### src/hdl/urrb_pkg.sv
// Shared types, codes and constants of the serial receive ring buffer.
package urrb_pkg;

   localparam int DEFAULT_DEPTH = 16;
   localparam int DATA_W        = 8;
   localparam int FILL_W        = 4;
   localparam int STATUS_W      = 3;
   localparam int OP_W          = 2;

   typedef enum logic [OP_W-1:0] {
      OP_RECEIVE = 2'd0,
      OP_READ    = 2'd1,
      OP_DISCARD = 2'd2,
      OP_NONE    = 2'd3
   } op_type;

   typedef enum logic [STATUS_W-1:0] {
      ST_OK         = 3'd0,
      ST_EMPTY_READ = 3'd1,
      ST_LINE_ERROR = 3'd2,
      ST_FILTERED   = 3'd3,
      ST_OVERFLOW   = 3'd4
   } status_type;

   typedef enum logic [1:0] {
      S_IDLE,
      S_FETCH,
      S_RESP
   } state_type;

   // Commands from the controller to the datapath.
   typedef struct packed {
      logic exec;
      logic load_data;
   } cmd_type;

   // Status from the datapath to the controller.
   typedef struct packed {
      logic mem_read;
   } dp_stat_type;

endpackage

### src/hdl/urrb_if.sv
// Channel interfaces of the serial receive ring buffer: request, response, register write.
interface urrb_req_if;
   import urrb_pkg::*;
   logic              valid;
   logic              ready;
   logic [OP_W-1:0]   op;
   logic [DATA_W-1:0] rx_byte;
   logic              rx_error;
   logic              advance;
   modport source (output valid, op, rx_byte, rx_error, advance, input ready);
   modport sink   (input valid, op, rx_byte, rx_error, advance, output ready);
endinterface

interface urrb_rsp_if;
   import urrb_pkg::*;
   logic                valid;
   logic                ready;
   logic [DATA_W-1:0]   read_data;
   logic [FILL_W-1:0]   fill_count;
   logic [STATUS_W-1:0] status;
   modport source (output valid, read_data, fill_count, status, input ready);
   modport sink   (input valid, read_data, fill_count, status, output ready);
endinterface

interface urrb_csr_if;
   import urrb_pkg::*;
   logic              valid;
   logic              ready;
   logic [DATA_W-1:0] device_id;
   modport source (output valid, device_id, input ready);
   modport sink   (input valid, device_id, output ready);
endinterface

### src/hdl/urrb_ram.sv
// Generic single-write, single-read RAM with registered read data.
module urrb_ram #(
   parameter int WIDTH = 8,
   parameter int DEPTH = 16
) (
   input  logic                     clock,
   input  logic                     we,
   input  logic [$clog2(DEPTH)-1:0] waddr,
   input  logic [WIDTH-1:0]         wdata,
   input  logic                     re,
   input  logic [$clog2(DEPTH)-1:0] raddr,
   output logic [WIDTH-1:0]         rdata
);

   logic [WIDTH-1:0] mem_ff [DEPTH];
   logic [WIDTH-1:0] rdata_ff;

   always_ff @(posedge clock) begin
      if (we) begin
         mem_ff[waddr] <= wdata;
      end
      if (re) begin
         rdata_ff <= mem_ff[raddr];
      end
   end

   assign rdata = rdata_ff;

endmodule

### src/hdl/urrb_ctrl.sv
// Controller state machine: accepts an item, waits for memory data when a read reaches it, presents the result.
module urrb_ctrl (
   input  logic                  clock,
   input  logic                  reset,
   input  logic                  req_valid,
   output logic                  req_ready,
   output logic                  rsp_valid,
   input  logic                  rsp_ready,
   input  urrb_pkg::dp_stat_type stat,
   output urrb_pkg::cmd_type     cmd
);
   import urrb_pkg::*;

   state_type state_ff;
   state_type state_in;

   always_ff @(posedge clock) begin
      if (reset) begin
         state_ff <= S_IDLE;
      end else begin
         state_ff <= state_in;
      end
   end

   always_comb begin
      state_in      = state_ff;
      req_ready     = 1'b0;
      rsp_valid     = 1'b0;
      cmd.exec      = 1'b0;
      cmd.load_data = 1'b0;
      unique case (state_ff)
         S_IDLE: begin
            req_ready = 1'b1;
            if (req_valid) begin
               cmd.exec = 1'b1;
               state_in = stat.mem_read ? S_FETCH : S_RESP;
            end
         end
         S_FETCH: begin
            cmd.load_data = 1'b1;
            state_in      = S_RESP;
         end
         S_RESP: begin
            rsp_valid = 1'b1;
            if (rsp_ready) begin
               state_in = S_IDLE;
            end
         end
         default: begin
            state_in = S_IDLE;
         end
      endcase
   end

   // A new item is never taken while a result is still on offer.
   a_no_overlap: assert property (@(posedge clock) disable iff (reset)
      !(req_ready && rsp_valid))
      else $error("request accepted while a response is pending");

   // Memory data is captured only in the cycle right after an accepted read.
   a_load_after_exec: assert property (@(posedge clock) disable iff (reset)
      cmd.load_data |-> $past(cmd.exec && stat.mem_read))
      else $error("read data captured without a preceding read");

   // A result that is offered stays offered until it is taken.
   a_rsp_held: assert property (@(posedge clock) disable iff (reset)
      rsp_valid && !rsp_ready |=> rsp_valid)
      else $error("response withdrawn before it was taken");

endmodule

### src/hdl/urrb_dp.sv
// Datapath: ring indices, start-byte filter register, slot memory and result registers.
module urrb_dp #(
   parameter int DEPTH = urrb_pkg::DEFAULT_DEPTH
) (
   input  logic                          clock,
   input  logic                          reset,
   input  urrb_pkg::cmd_type             cmd,
   output urrb_pkg::dp_stat_type         stat,
   input  logic [urrb_pkg::OP_W-1:0]     req_op,
   input  logic [urrb_pkg::DATA_W-1:0]   req_rx_byte,
   input  logic                          req_rx_error,
   input  logic                          req_advance,
   input  logic                          csr_we,
   input  logic [urrb_pkg::DATA_W-1:0]   csr_device_id,
   output logic [urrb_pkg::DATA_W-1:0]   rsp_read_data,
   output logic [urrb_pkg::FILL_W-1:0]   rsp_fill_count,
   output logic [urrb_pkg::STATUS_W-1:0] rsp_status
);
   import urrb_pkg::*;

   localparam int IW = $clog2(DEPTH);
   localparam int CW = IW + 1;

   logic [IW-1:0]     wr_ff, wr_in;
   logic [IW-1:0]     rd_ff, rd_in;
   logic [DATA_W-1:0] device_id_ff;
   logic [DATA_W-1:0] data_ff;
   logic [FILL_W-1:0] fill_ff, fill_in;
   status_type        status_ff, status_in;

   logic [IW-1:0]        wr_next, rd_next;
   logic                 empty, filtered;
   logic                 mem_we, mem_re;
   logic [DATA_W-1:0]    mem_rdata;
   logic [CW-1:0]        count;
   logic [CW+FILL_W-1:0] count_ext;
   op_type               op;

   assign op       = op_type'(req_op);
   assign empty    = (wr_ff == rd_ff);
   assign wr_next  = (wr_ff == IW'(DEPTH - 1)) ? '0 : wr_ff + 1'b1;
   assign rd_next  = (rd_ff == IW'(DEPTH - 1)) ? '0 : rd_ff + 1'b1;
   // While empty and the ID is nonzero, only the ID byte or its bit-0 twin may start a message.
   assign filtered = empty && (device_id_ff != '0) &&
                     ((req_rx_byte ^ device_id_ff) >> 1) != '0;

   always_comb begin
      wr_in     = wr_ff;
      rd_in     = rd_ff;
      status_in = ST_OK;
      mem_we    = 1'b0;
      mem_re    = 1'b0;
      unique case (op)
         OP_RECEIVE: begin
            if (req_rx_error) begin
               wr_in     = rd_ff;
               status_in = ST_LINE_ERROR;
            end else if (filtered) begin
               status_in = ST_FILTERED;
            end else if (wr_next == rd_ff) begin
               wr_in     = rd_ff;
               status_in = ST_OVERFLOW;
            end else begin
               wr_in  = wr_next;
               mem_we = 1'b1;
            end
         end
         OP_READ: begin
            if (empty) begin
               status_in = ST_EMPTY_READ;
            end else begin
               mem_re = 1'b1;
               if (req_advance) begin
                  rd_in = rd_next;
               end
            end
         end
         OP_DISCARD: begin
            wr_in = rd_ff;
         end
         OP_NONE: begin
            wr_in = wr_ff;
         end
         default: begin
            wr_in = wr_ff;
         end
      endcase
   end

   assign stat.mem_read = mem_re;

   // Bytes held after the step, modulo DEPTH, kept to the low output bits.
   assign count     = (wr_in >= rd_in) ? ({1'b0, wr_in} - {1'b0, rd_in})
                                       : ({1'b0, wr_in} + CW'(DEPTH) - {1'b0, rd_in});
   assign count_ext = {{FILL_W{1'b0}}, count};
   assign fill_in   = count_ext[FILL_W-1:0];

   urrb_ram #(
      .WIDTH (DATA_W),
      .DEPTH (DEPTH)
   ) u_slots (
      .clock (clock),
      .we    (cmd.exec && mem_we),
      .waddr (wr_next),
      .wdata (req_rx_byte),
      .re    (cmd.exec && mem_re),
      .raddr (rd_next),
      .rdata (mem_rdata)
   );

   always_ff @(posedge clock) begin
      if (reset) begin
         wr_ff        <= '0;
         rd_ff        <= '0;
         device_id_ff <= '0;
      end else begin
         if (cmd.exec) begin
            wr_ff <= wr_in;
            rd_ff <= rd_in;
         end
         if (csr_we) begin
            device_id_ff <= csr_device_id;
         end
      end
   end

   always_ff @(posedge clock) begin
      if (cmd.exec) begin
         data_ff   <= '0;
         fill_ff   <= fill_in;
         status_ff <= status_in;
      end else if (cmd.load_data) begin
         data_ff <= mem_rdata;
      end
   end

   assign rsp_read_data  = data_ff;
   assign rsp_fill_count = fill_ff;
   assign rsp_status     = status_ff;

   // The slot under the read index is the one always left empty.
   a_keep_gap: assert property (@(posedge clock) disable iff (reset)
      (cmd.exec && mem_we) |-> (wr_next != rd_ff))
      else $error("write into the reserved empty slot");

   // A flush by overflow, line error or discard leaves the ring empty.
   a_flush_empties: assert property (@(posedge clock) disable iff (reset)
      (cmd.exec && ((op == OP_DISCARD) ||
                    (op == OP_RECEIVE && (req_rx_error || status_in == ST_OVERFLOW))))
      |=> (wr_ff == rd_ff))
      else $error("ring not empty after a flush");

   // A failed read leaves the data field at zero.
   a_empty_read_zero: assert property (@(posedge clock) disable iff (reset)
      (cmd.exec && op == OP_READ && empty) |=> (data_ff == '0 && !cmd.load_data))
      else $error("empty read returned data");

endmodule

### src/hdl/uart_rx_ring_buffer_filter.sv
// Top level of the serial receive ring buffer with start-byte filter.
//
// Usage: each request item carries one operation. A receive stores a byte from
// the serial receiver, a read returns the oldest stored byte (and removes it
// when advance is set), and a discard empties the ring. Every request yields
// exactly one response item with the read data, the number of bytes held after
// the operation, and a status code.
// The ring holds at most DEPTH-1 bytes in a slot memory with registered read.
// A byte arriving with a line error empties the ring, and so does a receive
// into a full ring, which reports overflow. While the ring is empty, a nonzero
// device ID admits only that ID or the byte that differs from it in bit 0.
// The ID must be written through the register channel only while the block
// is idle; the block does not enforce this. Timing: a request is taken while
// the controller is idle; the response is offered in the cycle after, or
// after a fetch state for a read that reaches the slot memory, since the
// memory read data is registered. One item is in flight at a time. A stalled
// response holds its payload, and no new request is taken until it is
// accepted. Reset empties the ring and clears the device ID; slot contents
// are not cleared, which needs no clearing pass.
module uart_rx_ring_buffer_filter #(
   parameter int DEPTH = urrb_pkg::DEFAULT_DEPTH
) (
   input logic        clock,
   input logic        reset,
   urrb_req_if.sink   req_chan,
   urrb_rsp_if.source rsp_chan,
   urrb_csr_if.sink   csr_chan
);
   import urrb_pkg::*;

   cmd_type     cmd;
   dp_stat_type stat;

   // Always ready; writes must come only while idle, unchecked by the block.
   assign csr_chan.ready = 1'b1;

   // The controller sequences accept, memory fetch and response.
   urrb_ctrl u_ctrl (
      .clock     (clock),
      .reset     (reset),
      .req_valid (req_chan.valid),
      .req_ready (req_chan.ready),
      .rsp_valid (rsp_chan.valid),
      .rsp_ready (rsp_chan.ready),
      .stat      (stat),
      .cmd       (cmd)
   );

   // The datapath holds the ring state and the result registers.
   urrb_dp #(
      .DEPTH (DEPTH)
   ) u_dp (
      .clock          (clock),
      .reset          (reset),
      .cmd            (cmd),
      .stat           (stat),
      .req_op         (req_chan.op),
      .req_rx_byte    (req_chan.rx_byte),
      .req_rx_error   (req_chan.rx_error),
      .req_advance    (req_chan.advance),
      .csr_we         (csr_chan.valid),
      .csr_device_id  (csr_chan.device_id),
      .rsp_read_data  (rsp_chan.read_data),
      .rsp_fill_count (rsp_chan.fill_count),
      .rsp_status     (rsp_chan.status)
   );

endmodule

### src/flat_wrapper.sv
// flat-port wrapper written by rule: the top's interface ports become plain ports
module uart_rx_ring_buffer_filter_flat import urrb_pkg::*;
#(
   parameter int DEPTH = urrb_pkg::DEFAULT_DEPTH
)
  (clock, reset, req_chan_valid, req_chan_op, req_chan_rx_byte, req_chan_rx_error, req_chan_advance, req_chan_ready, rsp_chan_valid, rsp_chan_read_data, rsp_chan_fill_count, rsp_chan_status, rsp_chan_ready, csr_chan_valid, csr_chan_device_id, csr_chan_ready);
  urrb_req_if req_chan_i ();
  urrb_rsp_if rsp_chan_i ();
  urrb_csr_if csr_chan_i ();
  input logic clock;
  input logic reset;
  input wire logic [$bits(req_chan_i.valid)-1:0] req_chan_valid;
  input wire logic [$bits(req_chan_i.op)-1:0] req_chan_op;
  input wire logic [$bits(req_chan_i.rx_byte)-1:0] req_chan_rx_byte;
  input wire logic [$bits(req_chan_i.rx_error)-1:0] req_chan_rx_error;
  input wire logic [$bits(req_chan_i.advance)-1:0] req_chan_advance;
  output wire logic [$bits(req_chan_i.ready)-1:0] req_chan_ready;
  output wire logic [$bits(rsp_chan_i.valid)-1:0] rsp_chan_valid;
  output wire logic [$bits(rsp_chan_i.read_data)-1:0] rsp_chan_read_data;
  output wire logic [$bits(rsp_chan_i.fill_count)-1:0] rsp_chan_fill_count;
  output wire logic [$bits(rsp_chan_i.status)-1:0] rsp_chan_status;
  input wire logic [$bits(rsp_chan_i.ready)-1:0] rsp_chan_ready;
  input wire logic [$bits(csr_chan_i.valid)-1:0] csr_chan_valid;
  input wire logic [$bits(csr_chan_i.device_id)-1:0] csr_chan_device_id;
  output wire logic [$bits(csr_chan_i.ready)-1:0] csr_chan_ready;
  assign req_chan_i.valid = req_chan_valid;
  assign req_chan_i.op = req_chan_op;
  assign req_chan_i.rx_byte = req_chan_rx_byte;
  assign req_chan_i.rx_error = req_chan_rx_error;
  assign req_chan_i.advance = req_chan_advance;
  assign req_chan_ready = req_chan_i.ready;
  assign rsp_chan_valid = rsp_chan_i.valid;
  assign rsp_chan_read_data = rsp_chan_i.read_data;
  assign rsp_chan_fill_count = rsp_chan_i.fill_count;
  assign rsp_chan_status = rsp_chan_i.status;
  assign rsp_chan_i.ready = rsp_chan_ready;
  assign csr_chan_i.valid = csr_chan_valid;
  assign csr_chan_i.device_id = csr_chan_device_id;
  assign csr_chan_ready = csr_chan_i.ready;
  uart_rx_ring_buffer_filter #(.DEPTH(DEPTH)) u_core (.clock(clock), .reset(reset), .req_chan(req_chan_i), .rsp_chan(rsp_chan_i), .csr_chan(csr_chan_i));
endmodule
### config.mk
export PLATFORM = sky130hd
export DESIGN_NAME = uart_rx_ring_buffer_filter_flat
export DESIGN_NICKNAME = d
export VERILOG_FILES = /design/src/hdl/urrb_pkg.sv /design/src/hdl/urrb_if.sv /design/src/hdl/urrb_ram.sv /design/src/hdl/urrb_ctrl.sv /design/src/hdl/urrb_dp.sv /design/src/hdl/uart_rx_ring_buffer_filter.sv /design/src/flat_wrapper.sv
export SDC_FILE = /design/constraint.sdc
export NUM_CORES = 1
export LEC_CHECK = 0
export ABC_CLOCK_PERIOD_IN_PS = 3700
export BUFFER_PORTS_ARGS = -buffer_cell sky130_fd_sc_hd__buf_4
export CAP_MARGIN = 20
export CORE_MARGIN = 2
export CORE_UTILIZATION = 25
export CTS_CLUSTER_SIZE = 16
export DETAILED_ROUTE_END_ITERATION = 16
export HOLD_SLACK_MARGIN = 0.08
export PLACE_DENSITY = 0.42
export SLEW_MARGIN = 15
export SYNTH_ARGS = -nofsm -noshare
export SYNTH_HDL_FRONTEND = slang
export SYNTH_SLANG_ARGS = --single-unit
### constraint.sdc
create_clock -name clock -period 3.7 [get_ports clock]
set_input_delay 0.37 -clock clock [delete_from_list [all_inputs] [get_ports clock]]
set_output_delay 0.37 -clock clock [all_outputs]
set_load 0.05 [all_outputs]
==> run metrics, run 1 <==
number of nets with antenna violations after routing=0; required arrival time at the worst endpoint=3.88 ns; area taken by flip-flops and latches=4810 µm²; WP buf/inv=0; setup repair after global routing missed its margin=false; slew at the pin closest to its max-slew limit=0.667 ns; num rows=62; category of the most critical setup path=reg2reg; Final Cycle Share=83.8%; clock buffer count from CTS=17; capturing element type of the critical path=flip-flop; ratio of routed vias to standard cells=4.41; combined area of the multi-input logic cells=2350 µm²; number of global-route vias before repair=4195; worst relative slew slack=55.5%; clock tree from TritonCTS=yes; Crit path arrival time=3.28 ns; portion of the post-synthesis area used by sequential elements=65.5%; cell area power density=501 nW/µm²; maximum cell stage delay along the critical path=0.67 ns; number of buffers added on ports=41; Total GRT Usage=11.9%; synthesis-stage register bit count=169; Post-Route Skew=0.0126 ns; Pre-Repair DR Iteration Count=4; post-synth top area share=58.4%; number of cells produced by synthesis=457; post-CTS resize count=0; initial core utilization=25.5%; Synthesized Nets=491; hold_buf cts=0; die outline area=30800 µm²; crit path from=u_core.u_dp.rd_ff[3]$_SDFFE_PP0P_; drt initial violations=263; Fmax=322 MHz; Sink Count=169; wire length of the first global-routing pass=26700 µm; maximum resistive drop on vdd=0.000240 V; slowest stage cell on the critical path=sky130_fd_sc_hd__dfxtp_1; count of fill cells added during filler insertion=2894; diode insertion count for antenna repair=0; distinct cell type count of the synthesized netlist=55; die outline height=175 µm; startpoint types=flip-flop; number of hold violations in the final report=0; Boundary Pins=43; Remaining DRCs=0; cells along the critical path=xnor2_4, nand4_4, a211oi_4, nor3_1, a311oi_2, nand2b_1, nand2_1, ha_1, a31oi_1, o21ai_1, a21oi_2, xnor2_1; post-CTS setup-driven buffer insertion count=0; Period minus WS final=3.10 ns; clock latency on the worst-skew pair=0.42 ns; classification of the worst-slack hold path=in2reg; end-of-flow core utilization=30.6%; post-DR wirelength/cell=19.2 µm; kind of cell with the highest combined delay on the critical path=compound AO/OA/AOI/OAI gates; GR Overflow Total=0; core region area=28900 µm²; maximum number of buffers from clock root to sink=2; final net count=556; maximum number of pins on one net before global-route repair=27; Vias=4056; max-capacitance violation count=0; run status=completed; Warnings, synthesis=0; max-slew violation total from the final report=0; Synth area leader=sky130_fd_sc_hd__edfxtp_1; hpwl dp=11900 µm; deepest level of the CTS H-tree=4; dominant cells by area after synthesis=sky130_fd_sc_hd__edfxtp_1 (58%), sky130_fd_sc_hd__mux4_2 (8.6%), sky130_fd_sc_hd__dfxtp_1 (7.1%); mean area per synthesized cell=16.1 µm²; Post-Synthesis Cell Area=7350 µm²; initial antenna violation count=0; growth of design area from synthesis to finish=20.2%; post-detailed-routing wire length=17600 µm; clk slew on worst S/H paths=0.07 ns; Chip Width=175 µm; ratio of cells with drive above 1 in the final layout=28.4%; Critical R2R Launch=u_core.u_dp.rd_ff[3]$_SDFFE_PP0P_; Worst Path Max Fanout=9; number of setup violations in the final report=0; Leakage=0.00297 µW; final setup TNS=0 ns; root buffer cell=sky130_fd_sc_hd__clkbuf_16; beginning of the worst hold path=csr_chan_device_id[0]; final estimated routing congestion in global placement=0.779
kinds of logic after synthesis:
kind of cell | Yosys count | synth area share, %
simple gates | 89 | 6.01
other cells | 1 | 0.0510
fa+ha+maj | 9 | 1.53
mux | 72 | 14.6
buf+inv | 38 | 2.76
flops | 169 | 65.5
xor+xnor | 24 | 3.63
compound gates | 55 | 5.94
power by group:
| group | switching (µW) | internal [µW] | total [µW] | leakage (µW) |
|---|---|---|---|---|
| sequential | 34.8 | 2100 | 2140 | 0.00150 |
| combinational | 325 | 228 | 554 | 0.00119 |
| clock | 831 | 903 | 1730 | 0.000281 |
synthesized netlist by cell type (all sizes together):
library cell  count
a211o             1
a211oi            8
a21oi            12
a221oi            1
a22o              8
a311oi            2
a31oi             5
a41o              1
and2              1
and3              2
buf              12
clkbuf           12
conb              1
dfxtp            26
edfxtp          143
ha                9
inv              14
mux2i            44
mux4             28
nand2            15
nand2b            2
nand3             4
nand4             3
nor2             41
nor2b             6
nor3              7
nor3b             1
nor4              3
o211ai            1
o21ai            10
o21bai            1
o2bb2ai           1
o311ai            1
o31ai             2
o41ai             1
or2               2
or4               2
xnor2            15
xor2              9
state kept, by name, summed over array words and instances (netlist names):
name,count
u_core.u_dp.u_slots.mem_ff,128
u_core.u_dp.device_id_ff,8
u_core.u_dp.rsp_read_data,8
u_core.u_dp.u_slots.rdata,8
u_core.u_dp.rd_ff,4
u_core.u_dp.rsp_fill_count,4
u_core.u_dp.wr_ff,4
u_core.u_dp.rsp_status,3
u_core.u_ctrl.state_ff,2
final cells by class:
cell class              count  area share, %
clock inverters            14           1.64
repair buffers             70           6.37
multi-input cells         250           26.6
flip-flops and latches    169           54.5
inverters                  14          0.595
clock buffers              18           4.86
well taps                 384           5.44
metal layers:
layer  routed length, µm  track usage [%]  up-vias
li1                    -                -     1894
met5                   0                0        -
met3                 667             2.47       17
met4                 260             3.82        0
met1                8240             16.0     2063
met2                8480             19.2       82
through the flow:
stage	instances	hold WS, ns	cell area (µm²)	setup slack (ns)	power [µW]
floorplan	457	0.442	7350	1.11	2570
global placement	887	0.455	8260	0.571	2740
detailed placement	887	0.454	8260	0.547	2750
CTS	919	0.169	8830	0.581	4490
global route	919	0.179	8830	0.411	4610
finish	919	0.185	8830	0.599	4430
worst min-delay path: stages:
cell	delay [ns]
sky130_fd_sc_hd__buf_4	0.08
sky130_fd_sc_hd__mux2i_1	0.05
sky130_fd_sc_hd__nor2_1	0.07
final timing paths:
check	to	slack [ns]	depth (start not counted)
setup / recovery	u_core.u_dp.rsp_fill_count[3]$_DFFE_PP_	0.60	12
hold / removal	u_core.u_dp.device_id_ff[0]$_SDFFE_PP0P_	0.19	3
setup reg to reg	u_core.u_dp.rsp_fill_count[3]$_DFFE_PP_	0.60	12
hold reg to reg	u_core.u_dp.rsp_read_data[7]$_SDFFE_PP0P_	0.47	1
cells in the final DEF (no fill, tap or decap), types with 7 or more instances in the layout:
| cell type | netlist | final |
|---|---|---|
| sky130_fd_sc_hd__inv_1 | 10 | 10 |
| sky130_fd_sc_hd__a22o_1 | 8 | 8 |
| sky130_fd_sc_hd__nor2_1 | 40 | 40 |
| sky130_fd_sc_hd__a211oi_1 | 7 | 7 |
| sky130_fd_sc_hd__edfxtp_1 | 143 | 143 |
| sky130_fd_sc_hd__a21oi_1 | 11 | 11 |
| sky130_fd_sc_hd__clkbuf_16 | 0 | 17 |
| sky130_fd_sc_hd__buf_4 | 3 | 67 |
| sky130_fd_sc_hd__nor3_1 | 7 | 7 |
| sky130_fd_sc_hd__xnor2_1 | 10 | 10 |
| sky130_fd_sc_hd__dfxtp_1 | 26 | 26 |
| sky130_fd_sc_hd__xor2_1 | 8 | 8 |
| sky130_fd_sc_hd__nand2_1 | 15 | 15 |
| sky130_fd_sc_hd__mux2i_1 | 44 | 44 |
| sky130_fd_sc_hd__ha_1 | 9 | 9 |
| sky130_fd_sc_hd__mux4_2 | 28 | 28 |
Note: power is estimated with default switching activity, not from simulation.
==> inputs of run 2 (changes only) <==
Settings changed: ABC_CLOCK_PERIOD_IN_PS 3700 to 3090.
Clock period 3.7 ns to 3.09 ns, I/O delays scaled along.
==> run metrics, run 2 (same netlist as run 1, synthesis figures left out) <==
Reg power frac=47.0%; flip-flop count of the largest register after layout=128; cell area power density=607 nW/µm²; maximum cell stage delay along the critical path=0.58 ns; deepest level of the CTS H-tree=4; Period minus WS final=2.78 ns; most frequent cells in the layout=sky130_fd_sc_hd__edfxtp_1 (143), sky130_fd_sc_hd__buf_4 (70), sky130_fd_sc_hd__mux2i_1 (44); startpoint types=flip-flop; setup repair after global routing missed its margin=false; Fmax=359 MHz; Worst Path Max Fanout=6; Total GRT Usage=12.4%; switching power of the nets=1450 µW; most common cell after layout, fill and taps aside=sky130_fd_sc_hd__edfxtp_1; Vias=4129; Crit path arrival time=2.96 ns; Hold Path End=u_core.u_dp.device_id_ff[2]$_SDFFE_PP0P_; required arrival time at the worst endpoint=3.27 ns; Register-to-Register Setup Slack=0.31 ns; number of hold violations in the final report=0; capturing element type of the critical path=flip-flop; hpwl dp=11700 µm; largest register by flop count=u_core.u_dp.u_slots.mem_ff; post-CTS setup-driven buffer insertion count=0; beginning of the worst hold path=csr_chan_device_id[2]; die outline height=175 µm; worst hold path cell count=3; maximum number of pins on one net before global-route repair=35; diode insertion count for antenna repair=0; kind of cell with the highest combined delay on the critical path=compound AO/OA/AOI/OAI gates; post-DR wirelength/cell=19.7 µm; number of buffers added on ports=41; category of the most critical setup path=reg2reg; growth of design area from synthesis to finish=22.0%; WP buf/inv=0; maximum resistive drop on vdd=0.000269 V; worst reg2reg endpoint=u_core.u_dp.rsp_fill_count[3]$_DFFE_PP_; number of setup violations in the final report=0; final estimated routing congestion in global placement=0.794; post-detailed-routing wire length=18200 µm; GR Overflow Total=0; number of nets with antenna violations after routing=0; final net count=562; die outline area=30800 µm²; max-capacitance violation count=0; Post-Route Skew=0.0104 ns; cell count after placement=893; maximum number of buffers from clock root to sink=2; Chip Width=175 µm; slowest stage cell on the critical path=sky130_fd_sc_hd__dfxtp_1; fraction of power spent switching nets=26.7%; root buffer cell=sky130_fd_sc_hd__clkbuf_16; ratio of routed vias to standard cells=4.46; Pre-Repair DR Iteration Count=5; clock buffer count from CTS=17; slew at the pin closest to its max-slew limit=0.584 ns; ratio of cells with drive above 1 in the final layout=29.4%; Final Cycle Share=90.0%; number of global-route vias before repair=4333; Logic pwr share=12.8%; cells along the critical path=xnor2_4, nand4_4, a211oi_4, nor3_1, a311oi_2, nand2b_1, nand2_1, ha_1, a31oi_1, o21ai_1, a21oi_2, xnor2_1; Remaining DRCs=0; Clk pwr share=40.2%; initial antenna violation count=0; final setup TNS=0 ns; hold_buf cts=0; Sink Count=169; Boundary Pins=43; Leakage=0.00303 µW; clk slew on worst S/H paths=0.07 ns; R2R depth=12; core region area=28900 µm²; wire length of the first global-routing pass=27600 µm; clock latency on the worst-skew pair=0.43 ns; initial core utilization=25.5%; post-CTS resize count=0; worst relative slew slack=61.0%; drt initial violations=254; number of cells in the finished layout apart from fillers=925; run status=completed; Critical R2R Launch=u_core.u_dp.wr_ff[3]$_SDFFE_PP0P_; max-slew violation total from the final report=0; classification of the worst-slack hold path=in2reg; num rows=62; clock tree from TritonCTS=yes; Internal Power=3990 µW
==> run 2: cell count changes in the layout (fill, tap and decap cells not counted) <==
cell | previous run | this run
sky130_fd_sc_hd__bufinv_16 | 0 | 1
sky130_fd_sc_hd__clkinv_4 | 0 | 1
sky130_fd_sc_hd__inv_8 | 5 | 3
sky130_fd_sc_hd__buf_4 | 67 | 70
sky130_fd_sc_hd__clkbuf_1 | 1 | 0
sky130_fd_sc_hd__clkinv_2 | 1 | 0
sky130_fd_sc_hd__clkinv_8 | 2 | 5
sky130_fd_sc_hd__clkinvlp_4 | 1 | 0
sky130_fd_sc_hd__buf_12 | 3 | 6
==> run 2: final cells by class <==
type	count	area, µm²
fill	2859	19900
multi-input combinational	250	2350
sequential	169	4810
clock buffer	17	425
clock inverter	15	198
inverter	14	52.6
timing repair buffer	76	646
tap	384	480
==> run 2: how the worst max path moves through the flow <==
stage,from,endpoint,slack (ns),cells past startpoint
2_1_floorplan,u_core.u_dp.rd_ff[0]$_SDFFE_PP0P_,u_core.u_dp.rsp_fill_count[3]$_DFFE_PP_,0.50,12
3_3_place_gp,req_chan_rx_byte[2],u_core.u_dp.rsp_fill_count[3]$_DFFE_PP_,0.23,13
3_5_place_dp,req_chan_rx_byte[4],u_core.u_dp.rsp_fill_count[3]$_DFFE_PP_,0.27,14
4_1_cts,u_core.u_dp.device_id_ff[2]$_SDFFE_PP0P_,u_core.u_dp.rsp_fill_count[3]$_DFFE_PP_,0.29,13
5_1_grt,u_core.u_dp.wr_ff[3]$_SDFFE_PP0P_,u_core.u_dp.rsp_fill_count[3]$_DFFE_PP_,0.06,12
6_report,u_core.u_dp.wr_ff[3]$_SDFFE_PP0P_,u_core.u_dp.rsp_fill_count[3]$_DFFE_PP_,0.31,12
==> run 2: layer usage <==
layer	GRT usage [%]	routed length (µm)	vias to the layer above
met5	0	0	-
met4	3.86	226	0
met3	2.08	691	15
met2	19.1	8390	89
met1	17.7	8890	2118
li1	-	-	1907
==> run 2: power groups by stage <==
| stage | sequential [µW] | combinational (µW) | clock, µW |
|---|---|---|---|
| finish | 2560 | 699 | 2190 |
| global route | 2560 | 762 | 2340 |
| CTS | 2560 | 711 | 2260 |
| detailed placement | 2610 | 709 | 0 |
| global placement | 2610 | 707 | 0 |
| floorplan | 2660 | 424 | 0 |
==> run 2: worst register-to-register path, cell delays in order (launching register included) <==
cell	delay, ns
sky130_fd_sc_hd__dfxtp_1	0.58
sky130_fd_sc_hd__xnor2_4	0.18
sky130_fd_sc_hd__nand4_4	0.14
sky130_fd_sc_hd__a211oi_4	0.37
sky130_fd_sc_hd__nor3_1	0.11
sky130_fd_sc_hd__a311oi_2	0.31
sky130_fd_sc_hd__nand2b_1	0.12
sky130_fd_sc_hd__nand2_1	0.08
sky130_fd_sc_hd__ha_1	0.24
sky130_fd_sc_hd__a31oi_1	0.14
sky130_fd_sc_hd__o21ai_1	0.09
sky130_fd_sc_hd__a21oi_2	0.12
sky130_fd_sc_hd__xnor2_1	0.08
==> run 2: stage by stage <==
stage / instance area [µm²] / power, µW / setup WS (ns) / hold WS [ns] / utilization, %
2_1_floorplan: 7350 / 3080 / 0.496 / 0.408 / -
3_3_place_gp: 8340 / 3320 / 0.234 / 0.458 / 28.9
3_5_place_dp: 8340 / 3320 / 0.266 / 0.459 / 28.9
4_1_cts: 8960 / 5530 / 0.290 / 0.109 / 31.1
5_1_grt: 8960 / 5670 / 0.0570 / 0.107 / 31.1
6_report: 8960 / 5440 / 0.308 / 0.125 / 31.1
